$ cat config.mk
export PLATFORM = sky130hd
export DESIGN_NAME = dmf_ctrl
export DESIGN_NICKNAME = d
export VERILOG_FILES = /design/src/rtl/core/dmf_pkg.sv /design/src/rtl/core/dmf_ctrl.sv
export SDC_FILE = /design/constraint.sdc
export NUM_CORES = 1
export LEC_CHECK = 0
export ABC_AREA = 1
export ABC_CLOCK_PERIOD_IN_PS = 1540
export BUFFER_PORTS_ARGS = -buffer_cell sky130_fd_sc_hd__buf_2
export CORE_AREA = 4 4 42 63
export CTS_CLUSTER_SIZE = 10
export DETAILED_ROUTE_END_ITERATION = 10
export DIE_AREA = 0 0 46 67
export PLACE_DENSITY = 0.8
export SLEW_MARGIN = 20
export SYNTH_ARGS = -nofsm -noshare
export SYNTH_HDL_FRONTEND = slang
export SYNTH_SLANG_ARGS = --single-unit
$ cat constraint.sdc
create_clock -name clk -period 1.54 [get_ports clk]
set_clock_uncertainty 0.2 [all_clocks]
set_input_delay 0.077 -clock clk [delete_from_list [all_inputs] [get_ports clk]]
set_output_delay 0.077 -clock clk [all_outputs]
set_load 0.005 [all_outputs]
$ cat src/rtl/core/dmf_pkg.sv
// Shared types and constants for the Dinic max-flow engine.
package dmf_pkg;

    localparam int FLOW_W = 26;
    localparam int CAP_IN_W = 16;
    localparam int VTX_IN_W = 6;
    localparam int VCOUNT_W = 7;
    localparam int CFG_IDX_W = 2;

    localparam logic [FLOW_W-1:0] FLOW_MAX = '1;

    localparam logic [CFG_IDX_W-1:0] CFG_VERTEX_COUNT = 2'd0;
    localparam logic [CFG_IDX_W-1:0] CFG_SOURCE = 2'd1;
    localparam logic [CFG_IDX_W-1:0] CFG_SINK = 2'd2;

    typedef enum logic [1:0] {
        RES_OK = 2'd0,
        RES_BAD_VERTEX = 2'd1,
        RES_ARCS_FULL = 2'd2
    } dmf_result_t;

    typedef enum logic [5:0] {
        S_IDLE,
        S_DECODE,
        S_ADD0,
        S_ADD1,
        S_ADD2,
        S_ADD3,
        S_BFS_CLR,
        S_BFS_INIT,
        S_BFS_POP,
        S_BFS_U,
        S_BFS_FIRST,
        S_BFS_ARC,
        S_BFS_H,
        S_BFS_CHK,
        S_BFS_DONE,
        S_CA_RD,
        S_CA_WR,
        S_PUSH_START,
        S_PV,
        S_PV_A,
        S_SCAN,
        S_SCAN_H,
        S_SCAN_CHK,
        S_ADV,
        S_RET1,
        S_RET2,
        S_RET3,
        S_AUG_RD,
        S_AUG_A,
        S_AUG_R,
        S_AP_RD,
        S_AP_A,
        S_AP_F,
        S_AP_G,
        S_TOTAL,
        S_FIN
    } dmf_state_t;

    typedef struct packed {
        dmf_state_t op;
        logic       accept;
    } dmf_cmd_t;

    typedef struct packed {
        logic is_add;
        logic bad_vertex;
        logic arcs_full;
        logic same_st;
        logic clr_last;
        logic q_done;
        logic t_reached;
        logic a_none;
        logic at_sink;
        logic scan_ok;
        logic can_adv;
        logic depth_zero;
        logic more;
        logic out_free;
    } dmf_status_t;

endpackage

$ cat src/rtl/core/dmf_ctrl.sv
// Sequencer for edge loads, level-graph build and blocking-flow pushes.
module dmf_ctrl
(
    input  logic               clk,
    input  logic               rst_n,
    input  logic               s_tvalid,
    output logic               s_tready,
    input  dmf_pkg::dmf_status_t st,
    output dmf_pkg::dmf_cmd_t    cmd
);

    dmf_pkg::dmf_state_t state_reg;
    dmf_pkg::dmf_state_t state_next;

    always_ff @(posedge clk or negedge rst_n)
    begin
        if (!rst_n)
        begin
            state_reg <= dmf_pkg::S_IDLE;
        end
        else
        begin
            state_reg <= state_next;
        end
    end

    always_comb
    begin
        state_next = state_reg;
        unique case (state_reg)
            dmf_pkg::S_IDLE:
            begin
                if (s_tvalid && st.out_free)
                begin
                    state_next = dmf_pkg::S_DECODE;
                end
            end
            dmf_pkg::S_DECODE:
            begin
                priority if (st.bad_vertex || (st.is_add && st.arcs_full)
                             || (!st.is_add && st.same_st))
                begin
                    state_next = dmf_pkg::S_FIN;
                end
                else if (st.is_add)
                begin
                    state_next = dmf_pkg::S_ADD0;
                end
                else
                begin
                    state_next = dmf_pkg::S_BFS_CLR;
                end
            end
            dmf_pkg::S_ADD0: state_next = dmf_pkg::S_ADD1;
            dmf_pkg::S_ADD1: state_next = dmf_pkg::S_ADD2;
            dmf_pkg::S_ADD2: state_next = dmf_pkg::S_ADD3;
            dmf_pkg::S_ADD3: state_next = dmf_pkg::S_FIN;
            dmf_pkg::S_BFS_CLR:
            begin
                if (st.clr_last)
                begin
                    state_next = dmf_pkg::S_BFS_INIT;
                end
            end
            dmf_pkg::S_BFS_INIT: state_next = dmf_pkg::S_BFS_POP;
            dmf_pkg::S_BFS_POP:
            begin
                state_next = st.q_done ? dmf_pkg::S_BFS_DONE : dmf_pkg::S_BFS_U;
            end
            dmf_pkg::S_BFS_U: state_next = dmf_pkg::S_BFS_FIRST;
            dmf_pkg::S_BFS_FIRST: state_next = dmf_pkg::S_BFS_ARC;
            dmf_pkg::S_BFS_ARC:
            begin
                state_next = st.a_none ? dmf_pkg::S_BFS_POP : dmf_pkg::S_BFS_H;
            end
            dmf_pkg::S_BFS_H: state_next = dmf_pkg::S_BFS_CHK;
            dmf_pkg::S_BFS_CHK: state_next = dmf_pkg::S_BFS_ARC;
            dmf_pkg::S_BFS_DONE:
            begin
                state_next = st.t_reached ? dmf_pkg::S_CA_RD : dmf_pkg::S_FIN;
            end
            dmf_pkg::S_CA_RD: state_next = dmf_pkg::S_CA_WR;
            dmf_pkg::S_CA_WR:
            begin
                state_next = st.clr_last ? dmf_pkg::S_PUSH_START : dmf_pkg::S_CA_RD;
            end
            dmf_pkg::S_PUSH_START: state_next = dmf_pkg::S_PV;
            dmf_pkg::S_PV:
            begin
                state_next = st.at_sink ? dmf_pkg::S_AUG_RD : dmf_pkg::S_PV_A;
            end
            dmf_pkg::S_PV_A: state_next = dmf_pkg::S_SCAN;
            dmf_pkg::S_SCAN:
            begin
                state_next = st.a_none ? dmf_pkg::S_ADV : dmf_pkg::S_SCAN_H;
            end
            dmf_pkg::S_SCAN_H: state_next = dmf_pkg::S_SCAN_CHK;
            dmf_pkg::S_SCAN_CHK:
            begin
                state_next = st.scan_ok ? dmf_pkg::S_ADV : dmf_pkg::S_SCAN;
            end
            dmf_pkg::S_ADV:
            begin
                priority if (st.can_adv)
                begin
                    state_next = dmf_pkg::S_PV;
                end
                else if (st.depth_zero)
                begin
                    state_next = dmf_pkg::S_BFS_CLR;
                end
                else
                begin
                    state_next = dmf_pkg::S_RET1;
                end
            end
            dmf_pkg::S_RET1: state_next = dmf_pkg::S_RET2;
            dmf_pkg::S_RET2: state_next = dmf_pkg::S_RET3;
            dmf_pkg::S_RET3: state_next = dmf_pkg::S_PV;
            dmf_pkg::S_AUG_RD: state_next = dmf_pkg::S_AUG_A;
            dmf_pkg::S_AUG_A: state_next = dmf_pkg::S_AUG_R;
            dmf_pkg::S_AUG_R:
            begin
                state_next = st.more ? dmf_pkg::S_AUG_RD : dmf_pkg::S_AP_RD;
            end
            dmf_pkg::S_AP_RD: state_next = dmf_pkg::S_AP_A;
            dmf_pkg::S_AP_A: state_next = dmf_pkg::S_AP_F;
            dmf_pkg::S_AP_F: state_next = dmf_pkg::S_AP_G;
            dmf_pkg::S_AP_G:
            begin
                state_next = st.more ? dmf_pkg::S_AP_RD : dmf_pkg::S_TOTAL;
            end
            dmf_pkg::S_TOTAL: state_next = dmf_pkg::S_PUSH_START;
            dmf_pkg::S_FIN:
            begin
                if (st.out_free)
                begin
                    state_next = dmf_pkg::S_IDLE;
                end
            end
            default: state_next = dmf_pkg::S_IDLE;
        endcase
    end

    always_comb
    begin
        s_tready = (state_reg == dmf_pkg::S_IDLE) && st.out_free;
        cmd.op = state_reg;
        cmd.accept = s_tvalid && s_tready;
    end

endmodule

==> results.json <==
{
  "outcome": "finished, violations left",
  "violations": "negative setup slack",
  "grt-ovfl-total": 0,
  "setup_violations": 8,
  "nets": 282,
  "core_sq_um": 2150,
  "wire_per_inst_um": 18.9,
  "syn_nets": 200,
  "grt_max_degree": 7,
  "syn_area_per_cell_sq_um": 5.22,
  "die_h_um": 67,
  "async_reset_ff_share_pct": 100,
  "hold_violations": 0,
  "drt_iter0_markers": 176,
  "grt_usage_pct": 32.9,
  "wirelength_um": 5400,
  "dpl-instance-area_sq_um": 1300,
  "ys_seq_area_share_pct": 15.7,
  "final.setup.tns_ns": -1.63,
  "drive_above_1_share_pct": 55.9,
  "vdd_drop_max_v": 0.00115,
  "viasPerCell": 6.12,
  "leakage_nw": 0.965,
  "crit_type": "reg2reg",
  "largest_register_ffs": 6,
  "final_cells": 286,
  "numCtsBuffers": 3,
  "rsz0062_at_grt": "true",
  "slew_headroom_pct": 73.4,
  "synth_area_leaders": "nand2_1, dfrtp_1, nor2_1",
  "clock_latency_ns": 0.26,
  "synth_edf_count": 0,
  "clkTransAtPathRegs_ns": 0.05,
  "start_util_pct": 44.3,
  "dieArea_sq_um": 3080,
  "synth_seq_cells": 6,
  "cp.required_ns": 1.54,
  "dp.cells": 253,
  "synth_area_sq_um": 955,
  "cp_max_fo": 6,
  "post-route-util_pct": 85.8,
  "routabilityCongestion": 0.986,
  "synth.largest_area_cell": "nand2_1",
  "hold_path.class": "in2reg",
  "htreeDepth": 1,
  "clockBufferDepth": 2,
  "cts_tree": "built",
  "cts.sinks": 6,
  "drc": 0,
  "dr.pass1.iters": 5,
  "syn_inst": 183,
  "grt_antenna_before_repair": 0,
  "diodes": 0,
  "max_slew.worst_pin.slew_ns": 0.396,
  "final_antenna_net_count": 0,
  "yosys_warnings": 0,
  "power_density_nw_per_um2": 1720,
  "fin_crit_ns": 1.79,
  "vias": 1750,
  "ys_types": 21,
  "grt_pass1_wl_um": 7320,
  "yosys-top-cells-count": "nand2_1, nor2_1, nand3_1, inv_1, o21ai_0",
  "synth.most_common_cell": "nand2_1",
  "grt_pass1_vias": 1497,
  "slew_violations": 0,
  "die_w_um": 46,
  "crit_arrival_ns": 1.79,
  "max_clock_freq_mhz": 560,
  "end_kind": "flip-flop",
  "rows": 21,
  "design_area_sq_um": 1850,
  "io-pin-count": 25,
  "yosysTopAreaCellShare_pct": 22.8,
  "area_growth_pct": 93.6,
  "maxCapViolations": 0,
  "io_buffers": 24,
  "fin_crit_sh_pct": 116,
  "cts_root_buf": "clkbuf_4",
  "fin_ws_ns": -0.246,
  "post-dp-hpwl_um": 2850,
  "synth_flop_cell": "dfrtp_1",
  "cp-start-kind": "flip-flop"
}
## critical path, stage by stage, from the launching register on
cell and delay (ns):
dfrtp_2 0.47, nor2_4 0.29, buf_6 0.15, nand3_2 0.10, nor2_1 0.16, nor2_1 0.07
nand2_1 0.08, nor2_1 0.05, nand2_1 0.06, nand2_1 0.04, nand2_1 0.04
## power breakdown
part           internal (W)  switching [W]
clock network     0.0000894      0.0000744
logic               0.00116        0.00148
registers          0.000236       0.000140
## worst paths after layout
kind | start | to | slack, ns | depth (start not counted)
worst max-delay path | state_reg[2] | state_reg[1] | -0.25 | 10
worst min-delay path | st[7] | state_reg[5] | 0.04 | 4
worst max register to register | state_reg[2] | state_reg[1] | -0.25 | 10
worst min register to register | state_reg[1] | state_reg[1] | 0.53 | 3
max in group asynchronous | rst_n | state_reg[5] | 0.31 | 3
min in group asynchronous | rst_n | state_reg[4] | 0.56 | 3
## logic make-up after synthesis
group                  synth area share [%]
buffers and inverters                  9.57
AOI/OAI and AO/OA                      9.57
DFF                                    15.7
and+or+nand+nor                        65.1
## final cells by class
cell class	count	area [sq um]
multi-input combinational	155	966
sequential	6	158
timing repair buffer	78	589
inverter	21	83.8
fill	127	307
tap	23	28.8
clock buffer	3	22.5
## per-layer routing
metal | vias to the layer above | wire (um) | global-route usage [%]
met4 | 0 | 376 | 22.1
met2 | 150 | 2620 | 52.4
met3 | 54 | 536 | 5.41
met1 | 785 | 1860 | 38.3
li1 | 761 | - | -
met5 | - | 0 | 0
## what timing repair did
action,in CTS,in global routing
buffers inserted,14,9
resized for setup,43,44
gates cloned,2,0
pin swaps,14,22
hold endpoints to repair,9,0
setup endpoints to repair,8,8
hold buffers,5,0
## placed cells by master (no fill, tap or decap), types with 6 or more instances in the layout
| master | instances |
|---|---|
| nor2_1 | 22 |
| nand2_1 | 46 |
| dfrtp_2 | 6 |
| nand2_2 | 12 |
| buf_2 | 25 |
| buf_6 | 11 |
| nand4_1 | 6 |
| buf_4 | 36 |
| nor2_2 | 8 |
| inv_1 | 15 |
| nor2_4 | 11 |
| nand3_2 | 10 |
| nand3_1 | 11 |
## through the flow
step | worst slack [ns] | power (W) | hold WS (ns)
final | -0.246 | 0.00318 | 0.0362
after global routing | -0.345 | 0.00330 | 0.0409
after CTS | -0.153 | 0.00257 | 0.0327
after detailed placement | -0.211 | 0.00190 | -0.287
after global placement | -0.241 | 0.00191 | -0.288
after floorplan | 0.00110 | 0.00121 | -0.419
Note: power is estimated with default switching activity, not from simulation.
